--- src/rtl/bhp_pkg.sv ---
package bhp_pkg;

  // parser phases, one-hot
  typedef enum logic [9:0] {
    PH_MAGIC     = 10'b00_0000_0001,
    PH_SECTION   = 10'b00_0000_0010,
    PH_VERSION   = 10'b00_0000_0100,
    PH_POOLKIND  = 10'b00_0000_1000,
    PH_POOLCOUNT = 10'b00_0001_0000,
    PH_PREFIX    = 10'b00_0010_0000,
    PH_TEXTLEN   = 10'b00_0100_0000,
    PH_SKIP      = 10'b00_1000_0000,
    PH_SELECTOR  = 10'b01_0000_0000,
    PH_DONE      = 10'b10_0000_0000
  } phase_t;

  localparam int unsigned VARINT_W  = 28;
  localparam int unsigned POS_W     = 32;
  localparam int unsigned DIGIT_W   = 7;

  localparam logic [7:0] MAGIC_0 = 8'h4D;  // 'M'
  localparam logic [7:0] MAGIC_1 = 8'h44;  // 'D'
  localparam logic [7:0] MAGIC_2 = 8'h32;  // '2'
  localparam logic [7:0] MAGIC_3 = 8'h00;

  localparam logic [7:0] SECTION_POOL     = 8'd3;
  localparam logic [7:0] VERSION_POOLKIND = 8'd4;
  localparam logic [7:0] POOL_KIND_PREFIX = 8'd1;
  localparam logic [1:0] VARINT_LAST_IDX  = 2'd3;
  localparam logic [1:0] MAGIC_LAST_IDX   = 2'd3;
  localparam logic [POS_W-1:0] MIN_FILE_LEN    = 32'd5;
  localparam logic [POS_W-1:0] DEFAULT_PROG_ST = 32'd5;
  localparam logic [POS_W-1:0] POS_MAX         = 32'hFFFF_FFFF;

  typedef struct packed {
    logic                accepted;
    logic                magic_ok;
    logic [7:0]          section_code;
    logic [7:0]          format_version;
    logic [VARINT_W-1:0] pool_entries;
    logic [VARINT_W-1:0] selector_entries;
    logic [POS_W-1:0]    program_start;
  } result_t;

  function automatic logic [7:0] magic_byte(input logic [1:0] idx);
    logic [7:0] m;
    case (idx)
      2'd0:    m = MAGIC_0;
      2'd1:    m = MAGIC_1;
      2'd2:    m = MAGIC_2;
      default: m = MAGIC_3;
    endcase
    return m;
  endfunction

endpackage

--- src/rtl/bhp_if.sv ---
interface bhp_in_if;
  logic       valid;
  logic       ready;
  logic [7:0] data_byte;
  logic       last_byte;

  modport source (output valid, output data_byte, output last_byte, input ready);
  modport sink   (input valid, input data_byte, input last_byte, output ready);
endinterface

interface bhp_out_if;
  logic        valid;
  logic        ready;
  logic        accepted;
  logic        magic_ok;
  logic [7:0]  section_code;
  logic [7:0]  format_version;
  logic [27:0] pool_entries;
  logic [27:0] selector_entries;
  logic [31:0] program_start;

  modport source (output valid, output accepted, output magic_ok, output section_code,
                  output format_version, output pool_entries, output selector_entries,
                  output program_start, input ready);
  modport sink   (input valid, input accepted, input magic_ok, input section_code,
                  input format_version, input pool_entries, input selector_entries,
                  input program_start, output ready);
endinterface

--- src/rtl/bhp_core.sv ---
module bhp_core (
  input  logic              clk,
  input  logic              rst_n,
  input  logic              fire,
  input  logic [7:0]        data_byte,
  input  logic              last_byte,
  output logic              res_push,
  output bhp_pkg::result_t  res
);

  localparam int unsigned VW = bhp_pkg::VARINT_W;
  localparam int unsigned PW = bhp_pkg::POS_W;

  bhp_pkg::phase_t phase_r, phase_nxt;
  logic [PW-1:0] pos_r, pos_nxt;
  logic [VW-1:0] accum_r, accum_nxt;
  logic [1:0]    taken_r, taken_nxt;
  logic          magic_r, magic_nxt;
  logic [7:0]    section_r, section_nxt;
  logic [7:0]    version_r, version_nxt;
  logic [7:0]    pkind_r, pkind_nxt;
  logic [VW-1:0] pcount_r, pcount_nxt;
  logic [VW-1:0] pidx_r, pidx_nxt;
  logic [VW-1:0] skip_r, skip_nxt;
  logic [VW-1:0] scount_r, scount_nxt;
  logic [PW-1:0] pstart_r, pstart_nxt;

  logic [PW-1:0] pos_inc;
  logic [VW-1:0] digit;
  logic [VW-1:0] vint_val;
  logic          vint_done;
  logic [1:0]    vint_taken;
  logic [VW-1:0] skip_dec;
  logic          entry_first;
  logic [VW-1:0] entry_idx;
  logic [VW-1:0] entry_cnt;
  logic          entry_more;
  bhp_pkg::phase_t entry_phase;

  // saturating byte counter
  assign pos_inc = (pos_r == bhp_pkg::POS_MAX) ? pos_r : pos_r + 1'b1;

  // one LEB128 digit placed by the count of digits already taken
  always_comb begin
    case (taken_r)
      2'd0:    digit = {21'b0, data_byte[6:0]};
      2'd1:    digit = {14'b0, data_byte[6:0], 7'b0};
      2'd2:    digit = {7'b0, data_byte[6:0], 14'b0};
      default: digit = {data_byte[6:0], 21'b0};
    endcase
  end

  assign vint_val   = accum_r | digit;
  assign vint_done  = !data_byte[7] || (taken_r == bhp_pkg::VARINT_LAST_IDX);
  assign vint_taken = vint_done ? 2'd0 : taken_r + 2'd1;
  assign skip_dec   = skip_r - 1'b1;

  // next pool entry or the selector count
  assign entry_first = (phase_r == bhp_pkg::PH_POOLCOUNT);
  assign entry_idx   = entry_first ? '0 : pidx_r + 1'b1;
  assign entry_cnt   = entry_first ? vint_val : pcount_r;
  assign entry_more  = entry_idx < entry_cnt;
  assign entry_phase = !entry_more ? bhp_pkg::PH_SELECTOR :
                       (pkind_r == bhp_pkg::POOL_KIND_PREFIX) ? bhp_pkg::PH_PREFIX :
                       bhp_pkg::PH_TEXTLEN;

  // per-beat state update
  always_comb begin
    phase_nxt   = phase_r;
    pos_nxt     = pos_inc;
    accum_nxt   = accum_r;
    taken_nxt   = taken_r;
    magic_nxt   = magic_r;
    section_nxt = section_r;
    version_nxt = version_r;
    pkind_nxt   = pkind_r;
    pcount_nxt  = pcount_r;
    pidx_nxt    = pidx_r;
    skip_nxt    = skip_r;
    scount_nxt  = scount_r;
    pstart_nxt  = pstart_r;

    unique case (phase_r)
      bhp_pkg::PH_MAGIC: begin
        if (data_byte != bhp_pkg::magic_byte(pos_r[1:0])) magic_nxt = 1'b0;
        if (pos_r[1:0] == bhp_pkg::MAGIC_LAST_IDX) phase_nxt = bhp_pkg::PH_SECTION;
      end
      bhp_pkg::PH_SECTION: begin
        section_nxt = data_byte;
        phase_nxt   = bhp_pkg::PH_VERSION;
      end
      bhp_pkg::PH_VERSION: begin
        version_nxt = data_byte;
        if (!magic_r || section_r != bhp_pkg::SECTION_POOL) begin
          phase_nxt = bhp_pkg::PH_DONE;
        end else begin
          pstart_nxt = pos_inc;
          accum_nxt  = '0;
          taken_nxt  = '0;
          phase_nxt  = (data_byte >= bhp_pkg::VERSION_POOLKIND) ?
                       bhp_pkg::PH_POOLKIND : bhp_pkg::PH_POOLCOUNT;
        end
      end
      bhp_pkg::PH_POOLKIND: begin
        pstart_nxt = pos_inc;
        pkind_nxt  = data_byte;
        accum_nxt  = '0;
        taken_nxt  = '0;
        phase_nxt  = bhp_pkg::PH_POOLCOUNT;
      end
      bhp_pkg::PH_POOLCOUNT: begin
        pstart_nxt = pos_inc;
        pcount_nxt = vint_val;
        accum_nxt  = vint_val;
        taken_nxt  = vint_taken;
        if (vint_done) begin
          pidx_nxt  = '0;
          accum_nxt = '0;
          phase_nxt = entry_phase;
        end
      end
      bhp_pkg::PH_PREFIX: begin
        pstart_nxt = pos_inc;
        accum_nxt  = vint_val;
        taken_nxt  = vint_taken;
        if (vint_done) begin
          accum_nxt = '0;
          phase_nxt = bhp_pkg::PH_TEXTLEN;
        end
      end
      bhp_pkg::PH_TEXTLEN: begin
        pstart_nxt = pos_inc;
        accum_nxt  = vint_val;
        taken_nxt  = vint_taken;
        if (vint_done) begin
          if (vint_val != '0) begin
            skip_nxt  = vint_val;
            phase_nxt = bhp_pkg::PH_SKIP;
          end else begin
            pidx_nxt  = entry_idx;
            accum_nxt = '0;
            phase_nxt = entry_phase;
          end
        end
      end
      bhp_pkg::PH_SKIP: begin
        pstart_nxt = pos_inc;
        skip_nxt   = skip_dec;
        if (skip_dec == '0) begin
          pidx_nxt  = entry_idx;
          accum_nxt = '0;
          taken_nxt = '0;
          phase_nxt = entry_phase;
        end
      end
      bhp_pkg::PH_SELECTOR: begin
        pstart_nxt = pos_inc;
        accum_nxt  = vint_val;
        taken_nxt  = vint_taken;
        scount_nxt = vint_val;
        if (vint_done) phase_nxt = bhp_pkg::PH_DONE;
      end
      bhp_pkg::PH_DONE: begin
      end
      default: begin
      end
    endcase
  end

  // result on the last beat of a file
  always_comb begin
    res_push = fire && last_byte;
    if (pos_inc < bhp_pkg::MIN_FILE_LEN) begin
      res.accepted         = 1'b0;
      res.magic_ok         = 1'b0;
      res.section_code     = '0;
      res.format_version   = '0;
      res.pool_entries     = '0;
      res.selector_entries = '0;
      res.program_start    = bhp_pkg::DEFAULT_PROG_ST;
    end else begin
      res.accepted         = magic_nxt;
      res.magic_ok         = magic_nxt;
      res.section_code     = section_nxt;
      res.format_version   = version_nxt;
      res.pool_entries     = pcount_nxt;
      res.selector_entries = scount_nxt;
      res.program_start    = pstart_nxt;
    end
  end

  // state registers, back to the start after each file
  always_ff @(posedge clk) begin
    if (!rst_n || (fire && last_byte)) begin
      phase_r   <= bhp_pkg::PH_MAGIC;
      pos_r     <= '0;
      accum_r   <= '0;
      taken_r   <= '0;
      magic_r   <= 1'b1;
      section_r <= '0;
      version_r <= '0;
      pkind_r   <= '0;
      pcount_r  <= '0;
      pidx_r    <= '0;
      skip_r    <= '0;
      scount_r  <= '0;
      pstart_r  <= bhp_pkg::DEFAULT_PROG_ST;
    end else if (fire) begin
      phase_r   <= phase_nxt;
      pos_r     <= pos_nxt;
      accum_r   <= accum_nxt;
      taken_r   <= taken_nxt;
      magic_r   <= magic_nxt;
      section_r <= section_nxt;
      version_r <= version_nxt;
      pkind_r   <= pkind_nxt;
      pcount_r  <= pcount_nxt;
      pidx_r    <= pidx_nxt;
      skip_r    <= skip_nxt;
      scount_r  <= scount_nxt;
      pstart_r  <= pstart_nxt;
    end
  end

endmodule

--- src/rtl/bytecode_header_parser_unit.sv ---
// Streaming header parser for MD2 bytecode files. Bytes enter one per beat on
// in_ch, with last_byte set on the final byte of a file; one summary beat
// leaves on out_ch per file (accept flag, magic check, section, version, pool
// and selector counts, program start offset), and the parser then starts
// afresh on the next byte. A byte is taken every clock while in_ch.ready is
// high: each beat updates the parser state in combinational logic, and the
// summary is registered into the output register, or into the skid entry if
// that is still held. A two-entry result buffer lets input keep flowing while
// a summary waits; in_ch.ready drops only when both entries are held.
module bytecode_header_parser_unit (
  input  logic        clk,
  input  logic        rst_n,
  bhp_in_if.sink      in_ch,
  bhp_out_if.source   out_ch
);

  logic             fire;
  logic             res_push;
  bhp_pkg::result_t res;
  logic             pop;

  logic             out_valid_r;
  bhp_pkg::result_t out_data_r;
  logic             skid_valid_r;
  bhp_pkg::result_t skid_data_r;

  assign in_ch.ready = !skid_valid_r;
  assign fire        = in_ch.valid && in_ch.ready;
  assign pop         = out_valid_r && out_ch.ready;

  bhp_core u_core (
    .clk       (clk),
    .rst_n     (rst_n),
    .fire      (fire),
    .data_byte (in_ch.data_byte),
    .last_byte (in_ch.last_byte),
    .res_push  (res_push),
    .res       (res)
  );

  // output register plus skid entry
  always_ff @(posedge clk) begin
    if (!rst_n) begin
      out_valid_r  <= 1'b0;
      skid_valid_r <= 1'b0;
    end else if (skid_valid_r) begin
      if (pop) begin
        out_data_r   <= skid_data_r;
        skid_valid_r <= 1'b0;
      end
    end else if (res_push) begin
      if (!out_valid_r || pop) begin
        out_data_r  <= res;
        out_valid_r <= 1'b1;
      end else begin
        skid_data_r  <= res;
        skid_valid_r <= 1'b1;
      end
    end else if (pop) begin
      out_valid_r <= 1'b0;
    end
  end

  assign out_ch.valid            = out_valid_r;
  assign out_ch.accepted         = out_data_r.accepted;
  assign out_ch.magic_ok         = out_data_r.magic_ok;
  assign out_ch.section_code     = out_data_r.section_code;
  assign out_ch.format_version   = out_data_r.format_version;
  assign out_ch.pool_entries     = out_data_r.pool_entries;
  assign out_ch.selector_entries = out_data_r.selector_entries;
  assign out_ch.program_start    = out_data_r.program_start;

endmodule
--- src/flat_wrapper.sv ---
// flat-port wrapper written by rule: the top's interface ports become plain ports
module bytecode_header_parser_unit_flat 
  (clk, rst_n, in_ch_valid, in_ch_data_byte, in_ch_last_byte, in_ch_ready, out_ch_valid, out_ch_accepted, out_ch_magic_ok, out_ch_section_code, out_ch_format_version, out_ch_pool_entries, out_ch_selector_entries, out_ch_program_start, out_ch_ready);
  bhp_in_if in_ch_i ();
  bhp_out_if out_ch_i ();
  input  logic clk;
  input  logic rst_n;
  input wire logic [$bits(in_ch_i.valid)-1:0] in_ch_valid;
  input wire logic [$bits(in_ch_i.data_byte)-1:0] in_ch_data_byte;
  input wire logic [$bits(in_ch_i.last_byte)-1:0] in_ch_last_byte;
  output wire logic [$bits(in_ch_i.ready)-1:0] in_ch_ready;
  output wire logic [$bits(out_ch_i.valid)-1:0] out_ch_valid;
  output wire logic [$bits(out_ch_i.accepted)-1:0] out_ch_accepted;
  output wire logic [$bits(out_ch_i.magic_ok)-1:0] out_ch_magic_ok;
  output wire logic [$bits(out_ch_i.section_code)-1:0] out_ch_section_code;
  output wire logic [$bits(out_ch_i.format_version)-1:0] out_ch_format_version;
  output wire logic [$bits(out_ch_i.pool_entries)-1:0] out_ch_pool_entries;
  output wire logic [$bits(out_ch_i.selector_entries)-1:0] out_ch_selector_entries;
  output wire logic [$bits(out_ch_i.program_start)-1:0] out_ch_program_start;
  input wire logic [$bits(out_ch_i.ready)-1:0] out_ch_ready;
  assign in_ch_i.valid = in_ch_valid;
  assign in_ch_i.data_byte = in_ch_data_byte;
  assign in_ch_i.last_byte = in_ch_last_byte;
  assign in_ch_ready = in_ch_i.ready;
  assign out_ch_valid = out_ch_i.valid;
  assign out_ch_accepted = out_ch_i.accepted;
  assign out_ch_magic_ok = out_ch_i.magic_ok;
  assign out_ch_section_code = out_ch_i.section_code;
  assign out_ch_format_version = out_ch_i.format_version;
  assign out_ch_pool_entries = out_ch_i.pool_entries;
  assign out_ch_selector_entries = out_ch_i.selector_entries;
  assign out_ch_program_start = out_ch_i.program_start;
  assign out_ch_i.ready = out_ch_ready;
  bytecode_header_parser_unit u_core (.clk(clk), .rst_n(rst_n), .in_ch(in_ch_i), .out_ch(out_ch_i));
endmodule
--- config.mk ---
export PLATFORM = sky130hd
export DESIGN_NAME = bytecode_header_parser_unit_flat
export DESIGN_NICKNAME = d
export VERILOG_FILES = /design/src/rtl/bhp_pkg.sv /design/src/rtl/bhp_if.sv /design/src/rtl/bhp_core.sv /design/src/rtl/bytecode_header_parser_unit.sv /design/src/flat_wrapper.sv
export SDC_FILE = /design/constraint.sdc
export NUM_CORES = 1
export LEC_CHECK = 0
export BUFFER_PORTS_ARGS = -buffer_cell sky130_fd_sc_hd__clkbuf_2
export CAP_MARGIN = 40
export CELL_PAD_IN_SITES_DETAIL_PLACEMENT = 0
export CELL_PAD_IN_SITES_GLOBAL_PLACEMENT = 1
export CORE_MARGIN = 5
export CORE_UTILIZATION = 51
export CTS_CLUSTER_SIZE = 14
export DETAILED_ROUTE_END_ITERATION = 6
export PLACE_DENSITY_LB_ADDON = 0.1
export SLEW_MARGIN = 5
export SYNTH_ARGS = -nofsm -noshare
export SYNTH_HDL_FRONTEND = slang
export SYNTH_SLANG_ARGS = --single-unit
--- constraint.sdc ---
create_clock -name clk -period 24.4 [get_ports clk]
set_clock_uncertainty 0.2 [all_clocks]
set_input_delay 2.44 -clock clk [delete_from_list [all_inputs] [get_ports clk]]
set_output_delay 2.44 -clock clk [all_outputs]
set_load 0.005 [all_outputs]
# == Yosys cells after proc, flatten, opt, wreduce, memory -nomap -nowiden ==
# Cells that the tools add are included.
# op_classes
muxes,55
bitwise,3
add_sub_neg,4
eq_ne,30
order_cmp,3
reduce_logical,36
# ops
op,n
106-bit 2-to-1 mux,5
28-bit 2-to-1 mux,14
28-bit one-hot mux with 3 select lines,2
28-bit one-hot mux with 6 select lines,1
10-bit one-hot mux with 9 select lines,1
10-bit 2-to-1 mux,7
32-bit 2-to-1 mux,2
32-bit one-hot mux with 2 select lines,1
28-bit one-hot mux with 2 select lines,1
32-bit by 1-bit adder with 32-bit output (second input constant),1
32-bit equality test (second input constant),1
32-bit by 3-bit less-than comparator with 1-bit output (second input constant),1
28-bit by 1-bit adder with 28-bit output (second input constant),1
28-bit zero test,1
28-bit less-than comparator,1
28-bit OR,1
28-bit nonzero test,1
28-bit by 1-bit subtractor with 28-bit output (second input constant),1
8-bit 2-to-1 mux,3
7-bit one-hot mux with 3 select lines,1
2-bit inequality test (second input constant),10
4-bit AND reduction,5
9-bit 2-to-1 mux,2
10-bit by 1-bit equality test with 1-bit output (second input constant),1
38 further kinds,66
# totals
reg_bits,455
out_inout_bits,108
wordCells,160

# == Depth between registers and ports, before layout ==
# depth
word_depth,10
depth_mapped,17
ltp_nobuf,17

# == Modules after synthesis ==
# From an unflattened synthesis, not the netlist that was laid out.
# hier_totals
hier_cells,2233
hier_area_um2,21958.6
# modules_own_cells
mod,area_per_inst_um2,cells_each,instances
bhp_core,14194.9,1888,1
bytecode_header_parser_unit,7763.7,345,1

# == Worst setup path before layout ==
# Ideal clock, no wire load.
# synth_timing
kind,input to register
start,in in_ch_valid
end,reg u_core.skid_data_r[0] (netlist bit) (enable)
n_path_buf,1
arrival_time_ns,13.672
setup_slack_ns,9.659
setup_time_ns,0.868
path_stages,4
path_cell_list,nor2b_1 -> clkbuf_1 -> nand2_1 -> nor4b_1
# synth_via
elab_chain_len,3
# synth_lines
item,line_no,source
"start, declared",flat_wrapper.sv:8,input wire logic [$bits(in_ch_i.valid)-1:0] in_ch_valid;
1-bit logical AND,bytecode_header_parser_unit.sv:28,assign fire = in_ch.valid && in_ch.ready;
1-bit logical AND,bhp_core.sv:172,res_push = fire && last_byte;
4-bit AND reduction (no line),-,
"end signal, assigned",bytecode_header_parser_unit.sv:56,skid_data_r <= res;
"end, declared",bytecode_header_parser_unit.sv:25,bhp_pkg::result_t skid_data_r;
# Every way passes these cells.
# A chain may end at the register's enable or synchronous reset.

# == Final worst setup path ==
# layout_timing
start,in in_ch_data_byte[6]
end,reg u_core.u_core.phase_r[8]
# layout_via
elab_chain_len,8
# layout_lines
item,line_no,source
"start, declared",flat_wrapper.sv:9,input wire logic [$bits(in_ch_i.data_byte)-1:0] in_ch_data_byte;
28-bit one-hot mux with 3 select lines *,bhp_core.sv:45,case (taken_r)
28-bit OR *,bhp_core.sv:53,assign vint_val = accum_r | digit;
28-bit 2-to-1 mux,bhp_core.sv:61,assign entry_cnt = entry_first ? vint_val : pcount_r;
28-bit less-than comparator,bhp_core.sv:62,assign entry_more = entry_idx < entry_cnt;
9-bit 2-to-1 mux,bhp_core.sv:63,assign entry_phase = !entry_more ? bhp_pkg::PH_SELECTOR :
9-bit 2-to-1 mux,bhp_core.sv:136,if (vint_val != '0) begin
10-bit 2-to-1 mux,bhp_core.sv:135,if (vint_done) begin
10-bit one-hot mux with 9 select lines *,bhp_core.sv:83,unique case (phase_r)
"end signal, assigned",bhp_core.sv:195,phase_r <= bhp_pkg::PH_MAGIC;
"end signal, assigned",bhp_core.sv:209,phase_r <= phase_nxt;
"end, declared",bhp_core.sv:14,"bhp_pkg::phase_t phase_r, phase_nxt;"
# Mark *: on every way between the ends. The rest lies on a longest branch, timed or not. The select of a mux whose other input is x is not followed.

==> flow_summary.ini <==
[timing]
fin_tns_setup_ps = 0
fin_crit_sh_pct = 23.90
period_minus_slack_ps = 5833
maxSlewHeadroom_pct = 38.46
rsz0062_at_grt = false
setup-violations-final = 0
tightest_slew_ps = 923.1
drv_slew = 0
max_freq_ghz = 0.1715
finalHoldViolCount = 0

[hold_path]
hold_path_end = u_core.u_core.pkind_r[7]
min_path_type = reg2reg
hold-path-cell-count = 2
hp-start = u_core.u_core.pkind_r[7]

[layout]
antenna_cells = 0
multi_input_area_mm2 = 0.01043
instances_no_fill = 3126
seq_area_mm2 = 0.01117
area_growth_syn_to_layout_pct = 11.93
nNetsFinal = 2554
drive_gt1_share_pct = 11.14
fillers = 3822

[synth]
ys_types = 70
synth.area.top_cells = edfxtp_1, dfxtp_1, nor2_1, a21oi_1, nand2_1
synth.avg_cell_area_um2 = 9.061
yosysWarnings = 0
synth_commonest_cells = nor2_1, nand2_1, dfxtp_1
synth_area_mm2 = 0.02243
syn-num-nets = 2528
ys.flop_type = dfxtp_1
synth_area_leader_cell = edfxtp_1
synthMostInstantiatedCell = nor2_1
netlist_instances = 2475
synth_top_area_share_pct = 28.12
yosysSeqAreaShare_pct = 49.81
ys_seq_elements = 453
synth_edf_count = 210
async_flop_share_pct = 0

[routing]
dr.pass1.iters = 6
ant_nets = 0
drt_first_iter_violations = 1966
routed_via_density = 6.057
wl_per_cell_um = 21.38
drc = 0
totalWireLength_um = 66850
vias = 18930

[setup_path]
cp-end-kind = register
worst_ep_arrival_time_ps = 6160
r2r_slack_ps = 18760
rr_endpoint = u_core.out_ch.pool_entries[9]
worstPathRequired_ps = 24730
reg2reg_depth = 12
critPathLaunchType = input port
cp_max_fo = 12
rr_startpoint = u_core.u_core.pos_r[0]
critPathKind = in2reg

[floorplan]
fp.dieH_um = 219.7
die_w_um = 219.7
die_area_mm2 = 0.04827
rows = 76
core_mm2 = 0.04327
initial_utilization_pct = 51.83
ios = 121

[global_route]
grt_max_degree = 92
grt_overflow = 0
grt_pass1_wl_um = 101900
antenna_found_initial = 2
grt_pass1_vias = 16830
grtUsageTotal_pct = 27.17

[clock_tree]
ctsResizeCount = 0
cts_setup_buffers = 0
cts-buffers-inserted = 48
cts_tree = done
htreeDepth = 2
root_buffer = clkbuf_16
cts_buffer_depth = 3
clkTransAtPathRegs_ps = 60
clock_sinks = 453
clk_latency_ps = 600
cts_hold_buf = 0

[power_and_ir_drop]
power_density_mw_per_mm2 = 63.82
power_uw = 1602
p_leak_uw = 0.008801
ir_drop_mv = 0.05249

[placed_design]
dp.final_hpwl_um = 46410
portBuffers = 120
dp.cells = 3034
gp_congestion = 0.9298

[outcome]
status = completed

[flow_run]
maxCapViolCount = 0
worst max-delay path, stage by stage:
cell and delay [ps]:
clkbuf_2 210, a21oi_1 660, nor2_1 80, a21oi_1 540, ha_1 270, nand4_1 200
nor4_1 410, o21ai_0 150, o32ai_1 250, nor3_1 170, or4b_2 640, a21oi_1 150
layer usage:
metal	up-vias	share of wire [%]	global-route usage [%]
li1	8971	-	-
met3	74	8.8	4.891
met2	737	41	37.30
met1	9149	49	44.61
met4	2	1.5	5.014
met5	-	0.028	0
report_power, final:
| part | leakage (uW) | switching (uW) | internal, uW | total [uW] |
|---|---|---|---|---|
| Sequential | 0.00393 | 2.96 | 796 | 799 |
| Combinational | 0.00409 | 45.0 | 13.5 | 58.5 |
| Clock | 0.000777 | 314 | 430 | 744 |
metrics by stage:
| step | setup WS [ps] | utilization (%) | instance area, um2 | hold slack (ps) |
|---|---|---|---|---|
| 2_1_floorplan | 9659 | - | 22430 | 232.3 |
| 3_3_place_gp | 18050 | 53.90 | 23320 | 240.5 |
| 3_5_place_dp | 18040 | 54.17 | 23440 | 245.6 |
| 4_1_cts | 18480 | 57.89 | 25050 | 254.0 |
| 5_1_grt | 18330 | 58.02 | 25100 | 275.3 |
| 6_report | 18570 | 58.02 | 25100 | 252.4 |
layout make-up:
cell class,count,area share (%)
flip-flops and latches,453,44.52
multi-input cells,1805,41.54
clock buffers,66,5.338
repair buffers,166,4.217
well taps,585,2.916
clock inverters,24,1.072
inverters,27,0.4037
registers in the layout (all words and copies together) (netlist names):
register / cells
u_core.out_ch.magic_ok: 1
u_core.skid_valid_r: 1
u_core.u_core.pcount_r: 28
u_core.u_core.accum_r: 28
u_core.u_core.pstart_r: 32
u_core.out_ch.format_version: 8
u_core.u_core.taken_r: 2
u_core.u_core.pkind_r: 8
u_core.out_ch.valid: 1
u_core.u_core.version_r: 8
u_core.out_ch.pool_entries: 28
u_core.out_ch.selector_entries: 28
u_core.u_core.phase_r: 10
u_core.u_core.pidx_r: 28
u_core.out_ch.section_code: 8
u_core.u_core.pos_r: 32
u_core.u_core.section_r: 8
u_core.u_core.scount_r: 28
u_core.skid_data_r: 105
u_core.u_core.magic_r: 1
u_core.u_core.skip_r: 28
u_core.out_ch.program_start: 32
worst max path at each step:
stage                           startpoint                            end  cells after the start
finish                  in_ch_data_byte[6]       u_core.u_core.phase_r[8]                     12
global route            in_ch_data_byte[6]       u_core.u_core.phase_r[8]                     12
CTS                 u_core.u_core.pos_r[0]  u_core.out_ch.pool_entries[9]                     11
detailed placement      in_ch_data_byte[6]       u_core.u_core.phase_r[8]                     12
global placement        in_ch_data_byte[6]       u_core.u_core.phase_r[8]                     12
floorplan                      in_ch_valid          u_core.skid_data_r[0]                      4
layout by cell type, fill, tap and decap left out, types with 8 or more instances in the layout:
cell type	n
inv_1	27
a211oi_1	52
a22o_1	24
and4_1	10
edfxtp_1	210
nand4b_1	16
mux2i_1	63
xor2_1	34
buf_4	38
nand3_1	56
a21oi_1	221
a21o_1	14
o21ai_0	103
nor2_1	404
nor4_1	18
clkbuf_16	49
and2_1	8
a22oi_1	10
nor3_1	47
or3_1	26
and3_1	17
nand4_1	48
o21a_1	10
xnor2_1	43
or4_1	8
nor2b_1	21
clkbuf_2	120
nand2_1	274
clkbuf_1	12
ha_1	40
nand2b_1	22
o31ai_1	87
dfxtp_1	242
a31oi_1	12
cell families after synthesis:
family	after synthesis	synth area share, %
compound gates	596	16.64
xor+xnor	77	3.007
fa+ha+maj	40	2.232
buf+inv	217	4.050
flops	453	49.81
mux	66	2.962
simple gates	1026	21.30
No activity file was read; power rests on OpenSTA's default activity.
